<file path="src/hdl/cld_pkg.sv">
// package for the content-length deframer
// result record, kind and phase codes, character constants and fixed words
// no dependencies
`timescale 1ns / 1ps
`default_nettype none

package cld_pkg;

  typedef enum logic [1:0] {
    KIND_BODY  = 2'd0,
    KIND_EMPTY = 2'd1,
    KIND_ERROR = 2'd2
  } kind_t;

  typedef logic [31:0] msg_len_t;

  typedef struct packed {
    kind_t       kind;
    logic [7:0]  data;
    logic        last;
    msg_len_t    message_length;
  } result_t;

  // up to two results come out of one input byte
  typedef struct packed {
    logic [1:0] count;
    result_t    r0;
    result_t    r1;
  } push_t;

  // parse phases, one-hot; word mismatch is tracked in a separate flag
  typedef enum logic [9:0] {
    PH_LINE   = 10'b00_0000_0001,
    PH_PREFIX = 10'b00_0000_0010,
    PH_SELECT = 10'b00_0000_0100,
    PH_LWORD  = 10'b00_0000_1000,
    PH_TWORD  = 10'b00_0001_0000,
    PH_LSEP   = 10'b00_0010_0000,
    PH_TSEP   = 10'b00_0100_0000,
    PH_LVALUE = 10'b00_1000_0000,
    PH_TVALUE = 10'b01_0000_0000,
    PH_BODY   = 10'b10_0000_0000
  } phase_t;

  localparam logic [7:0] CH_LF  = 8'h0A;
  localparam logic [7:0] CH_TAB = 8'h09;
  localparam logic [7:0] CH_VT  = 8'h0B;
  localparam logic [7:0] CH_FF  = 8'h0C;
  localparam logic [7:0] CH_CR  = 8'h0D;
  localparam logic [7:0] CH_SP  = 8'h20;
  localparam logic [7:0] CH_0   = 8'h30;
  localparam logic [7:0] CH_9   = 8'h39;
  localparam logic [7:0] CH_L   = 8'h4C;
  localparam logic [7:0] CH_T   = 8'h54;
  localparam logic [7:0] CH_C   = 8'h43;

  localparam logic [3:0] PREFIX_LEN = 4'd8;
  localparam logic [3:0] LENGTH_LEN = 4'd6;
  localparam logic [3:0] TYPE_LEN   = 4'd4;
  localparam logic [3:0] SEP_LEN    = 4'd2;

  // output queue geometry
  localparam int QDEPTH = 4;
  localparam int QPTR_W = 2;
  localparam int QLVL_W = 3;

  function automatic logic [7:0] prefix_char(input logic [2:0] p);
    logic [7:0] c;
    case (p)
      3'd0:    c = "C";
      3'd1:    c = "o";
      3'd2:    c = "n";
      3'd3:    c = "t";
      3'd4:    c = "e";
      3'd5:    c = "n";
      3'd6:    c = "t";
      default: c = "-";
    endcase
    return c;
  endfunction

  function automatic logic [7:0] length_char(input logic [2:0] p);
    logic [7:0] c;
    case (p)
      3'd0:    c = "L";
      3'd1:    c = "e";
      3'd2:    c = "n";
      3'd3:    c = "g";
      3'd4:    c = "t";
      3'd5:    c = "h";
      default: c = 8'h00;
    endcase
    return c;
  endfunction

  function automatic logic [7:0] type_char(input logic [2:0] p);
    logic [7:0] c;
    case (p)
      3'd0:    c = "T";
      3'd1:    c = "y";
      3'd2:    c = "p";
      3'd3:    c = "e";
      default: c = 8'h00;
    endcase
    return c;
  endfunction

  function automatic logic [7:0] sep_char(input logic [2:0] p);
    logic [7:0] c;
    case (p)
      3'd0:    c = ":";
      3'd1:    c = " ";
      default: c = 8'h00;
    endcase
    return c;
  endfunction

endpackage

`default_nettype wire

</file>
<file path="src/hdl/cld_if.sv">
// stream channel interfaces for the content-length deframer
// byte request channel and result channel; valid/ready handshake
`timescale 1ns / 1ps
`default_nettype none

interface cld_in_if;
  logic       valid;
  logic       ready;
  logic [7:0] byte_req;

  modport source (output valid, output byte_req, input ready);
  modport sink   (input valid, input byte_req, output ready);
endinterface

interface cld_out_if;
  logic        valid;
  logic        ready;
  logic [1:0]  kind;
  logic [7:0]  data;
  logic        last;
  logic [31:0] message_length;

  modport source (output valid, output kind, output data, output last,
                  output message_length, input ready);
  modport sink   (input valid, input kind, input data, input last,
                  input message_length, output ready);
endinterface

`default_nettype wire

</file>
<file path="src/hdl/content_length_message_deframer_unit.sv">
// content-length deframer top level
// results: the parser is combinational; a request's results are registered in the queue
// throughput: one request per cycle while the queue holds at most two results; a byte
//   that causes an error and an empty message puts two results into the 4-entry queue
// reset: synchronous, active low; clears parse state and queue, no clear pass
`timescale 1ns / 1ps
`default_nettype none

module content_length_message_deframer_unit #(
  parameter int LENGTH_BITS = 32
) (
  input  wire logic  clk,
  input  wire logic  rst_n,
  cld_in_if.sink     in_ch,
  cld_out_if.source  out_ch
);

  cld_pkg::push_t                   push;
  logic                             space_ok;
  logic [cld_pkg::QLVL_W-1:0]       level;
  logic                             accept;

  assign in_ch.ready = space_ok;
  assign accept      = in_ch.valid && space_ok;

  cld_parser #(
    .LENGTH_BITS (LENGTH_BITS)
  ) u_parser (
    .clk     (clk),
    .rst_n   (rst_n),
    .accept  (accept),
    .in_byte (in_ch.byte_req),
    .push    (push)
  );

  cld_outq u_outq (
    .clk      (clk),
    .rst_n    (rst_n),
    .push     (push),
    .space_ok (space_ok),
    .level    (level),
    .out_ch   (out_ch)
  );

  a_level_bound: assert property (@(posedge clk) disable iff (!rst_n)
    level <= cld_pkg::QLVL_W'(cld_pkg::QDEPTH))
    else $error("result queue overfilled");

  a_error_clean: assert property (@(posedge clk) disable iff (!rst_n)
    (out_ch.valid && out_ch.kind != cld_pkg::KIND_BODY) |->
      (out_ch.data == 8'h00 && !out_ch.last && out_ch.message_length == '0))
    else $error("non-body result carries payload");

  a_drain: assert property (@(posedge clk) disable iff (!rst_n)
    (push.count == 2'd0 && out_ch.valid && out_ch.ready) |=>
      level == $past(level) - cld_pkg::QLVL_W'(1))
    else $error("queue level lost track of a pop");

  a_no_push_idle: assert property (@(posedge clk) disable iff (!rst_n)
    !accept |-> push.count == 2'd0)
    else $error("result produced without a request");

endmodule

`default_nettype wire

</file>
<file path="src/hdl/cld_parser.sv">
// header parser and body counter of the content-length deframer
// updates the parse state for each accepted byte; depends on cld_pkg
`timescale 1ns / 1ps
`default_nettype none

module cld_parser #(
  parameter int LENGTH_BITS = 32
) (
  input  wire logic          clk,
  input  wire logic          rst_n,
  input  wire logic          accept,
  input  wire logic [7:0]    in_byte,
  output cld_pkg::push_t     push
);

  localparam int LB = LENGTH_BITS;

  cld_pkg::phase_t phase_r, phase_nxt;
  logic            bad_r, bad_nxt;
  logic [2:0]      mpos_r, mpos_nxt;
  logic [LB-1:0]   len_r, len_nxt;
  logic            digits_r, digits_nxt;
  logic            type_r, type_nxt;
  logic [LB-1:0]   rem_r, rem_nxt;

  always_ff @(posedge clk) begin
    if (!rst_n) begin
      phase_r  <= cld_pkg::PH_LINE;
      bad_r    <= 1'b0;
      mpos_r   <= 3'd0;
      len_r    <= '0;
      digits_r <= 1'b0;
      type_r   <= 1'b0;
      rem_r    <= '0;
    end else begin
      phase_r  <= phase_nxt;
      bad_r    <= bad_nxt;
      mpos_r   <= mpos_nxt;
      len_r    <= len_nxt;
      digits_r <= digits_nxt;
      type_r   <= type_nxt;
      rem_r    <= rem_nxt;
    end
  end

  logic [3:0]    word_len;
  logic [7:0]    word_ch;
  logic [3:0]    pos_ext;
  logic [3:0]    pos_inc;
  logic          word_bad;
  logic          word_done;
  logic [3:0]    digit;
  logic [LB-1:0] acc;
  logic [LB+3:0] acc_ext;
  logic [LB+3:0] prod;
  logic          ovf;
  logic [LB-1:0] rem_dec;

  // fixed word at the current phase
  always_comb begin
    case (phase_r)
      cld_pkg::PH_PREFIX: begin
        word_len = cld_pkg::PREFIX_LEN;
        word_ch  = cld_pkg::prefix_char(mpos_r);
      end
      cld_pkg::PH_LWORD: begin
        word_len = cld_pkg::LENGTH_LEN;
        word_ch  = cld_pkg::length_char(mpos_r);
      end
      cld_pkg::PH_TWORD: begin
        word_len = cld_pkg::TYPE_LEN;
        word_ch  = cld_pkg::type_char(mpos_r);
      end
      cld_pkg::PH_LSEP, cld_pkg::PH_TSEP: begin
        word_len = cld_pkg::SEP_LEN;
        word_ch  = cld_pkg::sep_char(mpos_r);
      end
      default: begin
        word_len = cld_pkg::SEP_LEN;
        word_ch  = 8'h00;
      end
    endcase
    pos_ext   = {1'b0, mpos_r};
    pos_inc   = pos_ext + 4'd1;
    word_bad  = bad_r || (pos_ext >= word_len) || (in_byte != word_ch);
    word_done = pos_inc >= word_len;
  end

  // decimal accumulate: acc * 10 + digit, overflow when the top bits are set
  always_comb begin
    digit   = 4'(in_byte - cld_pkg::CH_0);
    acc     = digits_r ? len_r : '0;
    acc_ext = {4'b0000, acc};
    prod    = (acc_ext << 3) + (acc_ext << 1) + {{LB{1'b0}}, digit};
    ovf     = |prod[LB+3:LB];
    rem_dec = rem_r - LB'(1);
  end

  logic clear;
  logic relaunch;
  cld_pkg::result_t err_res;
  cld_pkg::result_t empty_res;
  cld_pkg::result_t body_res;

  always_comb begin
    err_res                = '0;
    err_res.kind           = cld_pkg::KIND_ERROR;
    empty_res              = '0;
    empty_res.kind         = cld_pkg::KIND_EMPTY;
    body_res.kind          = cld_pkg::KIND_BODY;
    body_res.data          = in_byte;
    body_res.last          = (rem_dec == '0);
    body_res.message_length = cld_pkg::msg_len_t'(len_r);

    phase_nxt  = phase_r;
    bad_nxt    = bad_r;
    mpos_nxt   = mpos_r;
    len_nxt    = len_r;
    digits_nxt = digits_r;
    type_nxt   = type_r;
    rem_nxt    = rem_r;
    push       = '0;
    clear      = 1'b0;
    relaunch   = 1'b0;

    if (accept) begin
      case (phase_r)
        cld_pkg::PH_PREFIX, cld_pkg::PH_LWORD, cld_pkg::PH_TWORD,
        cld_pkg::PH_LSEP, cld_pkg::PH_TSEP: begin
          bad_nxt  = word_bad;
          mpos_nxt = pos_inc[2:0];
          if (word_done) begin
            // a type word after a nonempty type value within one header counts as a mismatch
            if (word_bad || (phase_r == cld_pkg::PH_TWORD && type_r)) begin
              push.count = 2'd1;
              push.r0    = err_res;
              clear      = 1'b1;
            end else begin
              bad_nxt  = 1'b0;
              mpos_nxt = 3'd0;
              case (phase_r)
                cld_pkg::PH_PREFIX: phase_nxt = cld_pkg::PH_SELECT;
                cld_pkg::PH_LWORD:  phase_nxt = cld_pkg::PH_LSEP;
                cld_pkg::PH_TWORD:  phase_nxt = cld_pkg::PH_TSEP;
                cld_pkg::PH_LSEP: begin
                  phase_nxt  = cld_pkg::PH_LVALUE;
                  digits_nxt = 1'b0;
                end
                default:            phase_nxt = cld_pkg::PH_TVALUE;
              endcase
            end
          end
        end
        cld_pkg::PH_SELECT: begin
          if (in_byte == cld_pkg::CH_L) begin
            phase_nxt = cld_pkg::PH_LWORD;
            mpos_nxt  = 3'd1;
            bad_nxt   = 1'b0;
          end else if (in_byte == cld_pkg::CH_T) begin
            phase_nxt = cld_pkg::PH_TWORD;
            mpos_nxt  = 3'd1;
            bad_nxt   = 1'b0;
          end else begin
            // error, then the same byte starts a fresh header
            push.count = 2'd1;
            push.r0    = err_res;
            clear      = 1'b1;
            if (in_byte == cld_pkg::CH_LF) begin
              push.count = 2'd2;
              push.r1    = empty_res;
            end else begin
              relaunch = 1'b1;
            end
          end
        end
        cld_pkg::PH_LVALUE: begin
          if (in_byte inside {[cld_pkg::CH_0:cld_pkg::CH_9]}) begin
            if (ovf) begin
              push.count = 2'd1;
              push.r0    = err_res;
              clear      = 1'b1;
            end else begin
              len_nxt    = prod[LB-1:0];
              digits_nxt = 1'b1;
            end
          end else if (!digits_r && (in_byte inside {cld_pkg::CH_SP, cld_pkg::CH_TAB,
                       cld_pkg::CH_LF, cld_pkg::CH_VT, cld_pkg::CH_FF, cld_pkg::CH_CR})) begin
            // skip leading whitespace
          end else if (digits_r && in_byte == cld_pkg::CH_LF) begin
            digits_nxt = 1'b0;
            phase_nxt  = cld_pkg::PH_LINE;
          end else begin
            push.count = 2'd1;
            push.r0    = err_res;
            clear      = 1'b1;
          end
        end
        cld_pkg::PH_TVALUE: begin
          if (in_byte == cld_pkg::CH_LF) begin
            phase_nxt = cld_pkg::PH_LINE;
          end else begin
            type_nxt = 1'b1;
          end
        end
        cld_pkg::PH_BODY: begin
          rem_nxt    = rem_dec;
          push.count = 2'd1;
          push.r0    = body_res;
          if (rem_dec == '0) begin
            clear = 1'b1;
          end
        end
        default: begin
          // line start
          if (in_byte == cld_pkg::CH_LF) begin
            if (len_r == '0) begin
              push.count = 2'd1;
              push.r0    = empty_res;
              clear      = 1'b1;
            end else begin
              rem_nxt   = len_r;
              phase_nxt = cld_pkg::PH_BODY;
            end
          end else begin
            relaunch = 1'b1;
          end
        end
      endcase
    end

    if (clear) begin
      phase_nxt  = cld_pkg::PH_LINE;
      bad_nxt    = 1'b0;
      mpos_nxt   = 3'd0;
      len_nxt    = '0;
      digits_nxt = 1'b0;
      type_nxt   = 1'b0;
      rem_nxt    = '0;
    end
    if (relaunch) begin
      phase_nxt = cld_pkg::PH_PREFIX;
      mpos_nxt  = 3'd1;
      bad_nxt   = (in_byte != cld_pkg::CH_C);
    end
  end

endmodule

`default_nettype wire

</file>
<file path="src/hdl/cld_outq.sv">
// result queue of the content-length deframer
// takes up to two results a cycle, hands out one; depends on cld_pkg, cld_if
`timescale 1ns / 1ps
`default_nettype none

module cld_outq (
  input  wire logic                         clk,
  input  wire logic                         rst_n,
  input  wire cld_pkg::push_t               push,
  output logic                              space_ok,
  output logic [cld_pkg::QLVL_W-1:0]        level,
  cld_out_if.source                         out_ch
);

  cld_pkg::result_t                 mem [cld_pkg::QDEPTH];
  logic [cld_pkg::QPTR_W-1:0]       wr_ptr_r, wr_ptr_nxt;
  logic [cld_pkg::QPTR_W-1:0]       rd_ptr_r, rd_ptr_nxt;
  logic [cld_pkg::QLVL_W-1:0]       level_r, level_nxt;
  logic                             pop;
  logic [cld_pkg::QPTR_W-1:0]       wr_ptr_p1;

  assign pop       = out_ch.valid && out_ch.ready;
  assign wr_ptr_p1 = wr_ptr_r + cld_pkg::QPTR_W'(1);

  always_comb begin
    wr_ptr_nxt = wr_ptr_r + cld_pkg::QPTR_W'(push.count);
    rd_ptr_nxt = rd_ptr_r + cld_pkg::QPTR_W'(pop);
    level_nxt  = level_r + cld_pkg::QLVL_W'(push.count) - cld_pkg::QLVL_W'(pop);
  end

  always_ff @(posedge clk) begin
    if (!rst_n) begin
      wr_ptr_r <= '0;
      rd_ptr_r <= '0;
      level_r  <= '0;
    end else begin
      wr_ptr_r <= wr_ptr_nxt;
      rd_ptr_r <= rd_ptr_nxt;
      level_r  <= level_nxt;
    end
  end

  always_ff @(posedge clk) begin
    if (push.count != 2'd0) begin
      mem[wr_ptr_r] <= push.r0;
    end
    if (push.count == 2'd2) begin
      mem[wr_ptr_p1] <= push.r1;
    end
  end

  // room for the two results a byte can cause
  assign space_ok = level_r <= cld_pkg::QLVL_W'(cld_pkg::QDEPTH - 2);
  assign level    = level_r;

  assign out_ch.valid          = level_r != '0;
  assign out_ch.kind           = mem[rd_ptr_r].kind;
  assign out_ch.data           = mem[rd_ptr_r].data;
  assign out_ch.last           = mem[rd_ptr_r].last;
  assign out_ch.message_length = mem[rd_ptr_r].message_length;

endmodule

`default_nettype wire

</file>
<file path="src/flat_wrapper.sv">
// flat-port wrapper written by rule: the top's interface ports become plain ports
module content_length_message_deframer_unit_flat 
#(
  parameter int LENGTH_BITS = 32
)
  (clk, rst_n, in_ch_valid, in_ch_byte_req, in_ch_ready, out_ch_valid, out_ch_kind, out_ch_data, out_ch_last, out_ch_message_length, out_ch_ready);
  cld_in_if in_ch_i ();
  cld_out_if out_ch_i ();
  input  wire logic clk;
  input  wire logic rst_n;
  input wire logic [$bits(in_ch_i.valid)-1:0] in_ch_valid;
  input wire logic [$bits(in_ch_i.byte_req)-1:0] in_ch_byte_req;
  output wire logic [$bits(in_ch_i.ready)-1:0] in_ch_ready;
  output wire logic [$bits(out_ch_i.valid)-1:0] out_ch_valid;
  output wire logic [$bits(out_ch_i.kind)-1:0] out_ch_kind;
  output wire logic [$bits(out_ch_i.data)-1:0] out_ch_data;
  output wire logic [$bits(out_ch_i.last)-1:0] out_ch_last;
  output wire logic [$bits(out_ch_i.message_length)-1:0] out_ch_message_length;
  input wire logic [$bits(out_ch_i.ready)-1:0] out_ch_ready;
  assign in_ch_i.valid = in_ch_valid;
  assign in_ch_i.byte_req = in_ch_byte_req;
  assign in_ch_ready = in_ch_i.ready;
  assign out_ch_valid = out_ch_i.valid;
  assign out_ch_kind = out_ch_i.kind;
  assign out_ch_data = out_ch_i.data;
  assign out_ch_last = out_ch_i.last;
  assign out_ch_message_length = out_ch_i.message_length;
  assign out_ch_i.ready = out_ch_ready;
  content_length_message_deframer_unit #(.LENGTH_BITS(LENGTH_BITS)) u_core (.clk(clk), .rst_n(rst_n), .in_ch(in_ch_i), .out_ch(out_ch_i));
endmodule
</file>
<file path="config.mk">
export PLATFORM = sky130hd
export DESIGN_NAME = content_length_message_deframer_unit_flat
export DESIGN_NICKNAME = d
export VERILOG_FILES = /design/src/hdl/cld_pkg.sv /design/src/hdl/cld_if.sv /design/src/hdl/content_length_message_deframer_unit.sv /design/src/hdl/cld_parser.sv /design/src/hdl/cld_outq.sv /design/src/flat_wrapper.sv
export SDC_FILE = /design/constraint.sdc
export NUM_CORES = 1
export LEC_CHECK = 0
export BUFFER_PORTS_ARGS = -buffer_cell sky130_fd_sc_hd__clkbuf_2
export CAP_MARGIN = 15
export CORE_UTILIZATION = 25
export CTS_BUF_LIST = sky130_fd_sc_hd__clkbuf_16
export DETAILED_ROUTE_END_ITERATION = 12
export PLACE_DENSITY_LB_ADDON = 0.2
export SLEW_MARGIN = 20
export SYNTH_ARGS = -nofsm -noshare
export SYNTH_HDL_FRONTEND = slang
export SYNTH_HIERARCHICAL = 1
export SYNTH_SLANG_ARGS = --single-unit
</file>
<file path="constraint.sdc">
create_clock -name clk -period 19.3 [get_ports clk]
set_clock_uncertainty 0.05 [all_clocks]
set_input_delay 0.965 -clock clk [delete_from_list [all_inputs] [get_ports clk]]
set_output_delay 0.965 -clock clk [all_outputs]
set_load 0.005 [all_outputs]
</file>
### Word level (Yosys, flattened, before mapping)

Memories as Yosys holds them, arrays and structs flattened. A register that Yosys moved wholly into a read port is not among the register bits.
Index checks and enable logic that the tools add are counted.

* add/sub/neg operators: 10
* magnitude comparators: 5
* mux-type cells: 87
* eq/ne operators: 48
* reductions and logical operators: 40
* bitwise logic cells: 5

Operators with widths (count)
* $mux W44: 7
* $mux W88: 3
* $pmux W45 S5: 1
* $mux W10: 10
* $mux W32: 3
* $logic_not A32 Y1: 2
* $pmux W32 S2: 1
* $pmux W10 S5: 1
* $mux W45: 1
* $mux W43: 1
* $mux W42: 1
* $pmux W7 S6: 1
* $eq A8 B4 Y1 const B: 5
* $mux W1: 37
* $add A35 B33 Y36: 1
* $add A36 B4 Y36: 1
* $pmux W9 S4: 1
* $pmux W7 S5: 1
* $pmux W8 S4: 1
* $sub A32 B1 Y32 const B: 1
* $pmux W7 S4: 1
* $ne A4 B4 Y1 const B: 6
* $reduce_and A11 Y1: 2
* $eq A8 B7 Y1 const B: 2
* other kinds (58): 104

* input bits: 12
* memories kept: 1
* output and inout port bits: 45
* RAM bits: 172
* logic and storage cells: 208
* register bits after elaboration: 87

Memory list
* u_core.u_outq.mem: words 4, width 43, rd ports 1, clocked after Yosys merged registers in 1, wr ports 2, line cld_outq.sv:15 `cld_pkg::result_t mem [cld_pkg::QDEPTH];`

### Depth between registers and ports, before layout

* depth after elaboration: 14
* depth in mapped cells: 21
* depth with buffers taken out: 19

### Cells and area by module

Netlist, hierarchy kept.

By module, submodules not included
* cld_parser: area each 8942.3 µm², instances 1, sequential area each 1601.5 µm², cells an instance 1253
* cld_outq: area each 8790.9 µm², instances 1, sequential area each 5305.1 µm², cells an instance 461
* content_length_message_deframer_unit: area each 6.3 µm², instances 1, sequential area each 0.0 µm², cells an instance 1

### Worst setup path after synthesis

Ideal clock, no wire load.

* path kind: in2reg
* start: in in_ch_byte_req[3]
* end: mem u_core/u_outq/mem[0][0] (netlist bit), enable pin
* slack: 11.424 ns
* library setup time: 0.503 ns
* arrival: 7.323 ns
* stages: 16
* data required time: 18.747 ns
* buffers on the path: 1
* cell sequence: clkbuf_1 > xor2_1 > ha_1 > inv_1 > fa_1 > nand2b_1 > a21o_1 > a211o_1 > a21oi_1 > o21ai_0 > xnor2_1 > o21ai_0 > o2111a_1 > a31oi_1 > o21bai_1 > o21ai_0

RTL lines
* start, declared: line flat_wrapper.sv:12 `input wire logic [$bits(in_ch_i.byte_req)-1:0] in_ch_byte_req;`
* end, declared: line cld_outq.sv:15

==> metrics <==
hold_buf cts 0; largest net degree at the start of global routing 77; worst hold path type reg -> reg; RSZ-0062 raised after global routing no; Setup crit end kind flip-flop; Setup WS pre-CTS approximately 12 ns; final setup violating endpoints 0; WP data arrival ~7 ns; Post-synth ARST share 0%; dpl hpwl 35.52 mm; number of H-tree levels 2; register bit total from synthesis between 200 and 300; DRC Markers 0; outcome finished clean; NumNets Final 1814; final non-filler cell total roughly 2700; max-cap viol count 0; Setup WS post-layout ~13 ns; CTS Buf Count 35; commonest non-fill, non-tap cells in the layout 172 x edfxtp_1, 162 x mux2_2, 160 x nor2_1, 96 x a21oi_1; DR pass1 iterations 8; most common cell after layout, fill and taps aside edfxtp_1; initial antenna violation count 1; CTS sink cnt 259; top post-synthesis cells by area edfxtp_1 29%, mux2_2 10%, dfxtp_1 9.8%; worst reg2reg setup slack 12.64 ns; Routed WL 52.62 mm; clock latency on the worst-skew pair 0.56 ns; count of pins over their slew limit 0; gr ovfl total 0; TritonCTS clock tree yes; port buffer count 56; die area 72030 µm²; post-CTS sizing 0; die width 268.4 µm; Filler Cells Inserted about 7400; met3 Resource Use GR 2.126%; I/O Pins 57; maximum VDD drop 49.86 µV; Cells after Synth about 1700; num rows 97; f_max between 0.15 and 0.2 GHz; crit-path max FO between 40 and 50; CTS clk-pin slew, worst paths 0.06 ns; first-pass GRT wire length 80.61 mm; worst hold start u_core/u_parser/type_r$_SDFFE_PP0P_; multi-input logic area 10050 µm²; antenna cells 0; Top Usage Layer GRT met2; total chip power 1.406 mW; setup_tns 0 ns; M1 GR Usage about 20%; Avg Cell Area, Syn 10.34 µm²; FF/Latch Area 6912 µm²; Total GRT Usage 14.56%; Post-synth EDFFs ~170; placed cell count 2620; via total after detailed routing between 10000 and 15000; critical path class reg -> reg; Hold Slack 0.4223 ns; vias per inst 4.969; Synth area leader edfxtp_1; r2r startpoint u_core/u_parser/digits_r$_SDFFE_PP0P_; Final GP Congestion 0.8347; Worst EP required 19.44 ns; Main synth FF type edfxtp_1; sequential fraction of the synthesis area 38.93%; Slew @ Worst Pin 1.097 ns; warnings from Yosys 6; share of cells above drive strength 1 a little over a fifth; clock buffer depth 3; Root Buffer clkbuf_16; Post CTS Setup Buffer Count 0; leakage power approximately 7.5 nW; GR Util met2 around 24%; fin crit period between 6 and 7 ns; Rel. slew slack 26.85%; Critical Path Start Type flip-flop; final hold vios 0; Power Density 71.23 nW/µm²; Starting Density 25.29%; DR iter-0 viols 923; Design Area, Final 19740 µm²; P&R area growth vs syn 11.29%; Die Y 268.4 µm; Area after DPL about 19000 µm²; Placeable Area 70150 µm²; Util after Layout 28.14%; Tcrit/Tclk final 34.48%; unique cell type count in the Yosys netlist 78; Mapped Area 17740 µm²; antenna-violating nets left 0; share of the synthesized area in the top cell type between 20% and 30%; DR WL/cell 19.60 µm; vias in the first global route 13360; Worst Setup SP u_core/u_parser/digits_r$_SDFFE_PP0P_
==> Yosys cell counts, types with 38 or more instances <==
master	n
and2_1	43
o21ai_0	81
mux2i_1	38
nand2_1	85
nor3_1	44
ha_1	83
clkbuf_1	72
mux2_2	162
a21oi_1	96
nor2_1	163
inv_1	38
edfxtp_1	172
buf_4	47
dfxtp_1	87
and3_1	49
mux4_2	43
==> final timing paths <==
check | endpoint | depth (start not counted)
hold reg to reg | u_core/u_parser/type_r$_SDFFE_PP0P_ | 2
setup / recovery | u_core/u_outq/mem[0][28]$_DFFE_PP_ | 15
hold / removal | u_core/u_parser/type_r$_SDFFE_PP0P_ | 2
setup reg to reg | u_core/u_outq/mem[0][28]$_DFFE_PP_ | 15
==> area by class of cell <==
class / count / area share [%]
clock inverters: 29 / 0.7922
repair buffers: 76 / 2.180
clock buffers: 35 / 4.436
well taps: 940 / 5.957
inverters: 39 / 0.7415
flip-flops and latches: 259 / 35.01
multi-input cells: 1306 / 50.88
==> report_power, final <==
part	total, mW	switching (mW)	internal [mW]
Clock	0.587	0.256	0.331
Combinational	0.208	0.117	0.0913
Sequential	0.611	0.0119	0.599
Total	1.41	0.386	1.02
==> logic make-up (layout without fill, tap and decap cells) <==
family | after synthesis | after routing | share of synthesized area, %
AOI/OAI and AO/OA | 334 | 334 | 11.98
buffers and inverters | 191 | 179 | 5.748
xor gates and xnor gates | 42 | 42 | 2.229
and+or+nand+nor | 550 | 550 | 16.28
muxes | 253 | 253 | 18.73
DFF | 259 | 259 | 38.93
other | 1 | 42 | 0.02114
adders and majority gates | 85 | 85 | 6.080
==> per-layer routing <==
layer | wire length (µm) | part of all wire [%]
met1 | 24840 | 47
met2 | 24650 | 47
met3 | 2055 | 3.9
met4 | 1064 | 2.0
met5 | 0 | 0
==> flip-flops by register name, indices dropped and copies added, names as in the netlist, 2 cells and up <==
name,cells
u_core/u_outq/mem,172
u_core/u_parser/len_r,32
u_core/u_parser/rem_r,32
u_core/u_parser/phase_r,10
u_core/u_outq/level,3
u_core/u_parser/mpos_r,3
u_core/u_outq/rd_ptr_r,2
u_core/u_outq/wr_ptr_r,2
==> worst max-delay path: stages (launching register included) <==
cell and delay [ns]:
dfxtp_1 0.64, buf_4 0.35, and2_1 0.23, ha_1 0.25, ha_1 0.41, a21oi_1 0.23, nor2_1 0.07, a211oi_1 0.37
o21ai_0 0.15, a211o_1 0.30, o311ai_0 0.72, o2111a_1 0.35, a31oi_2 0.27, nand4b_4 0.99, o21ai_4 0.25, buf_4 0.59
(Power assumes the default switching activity.)
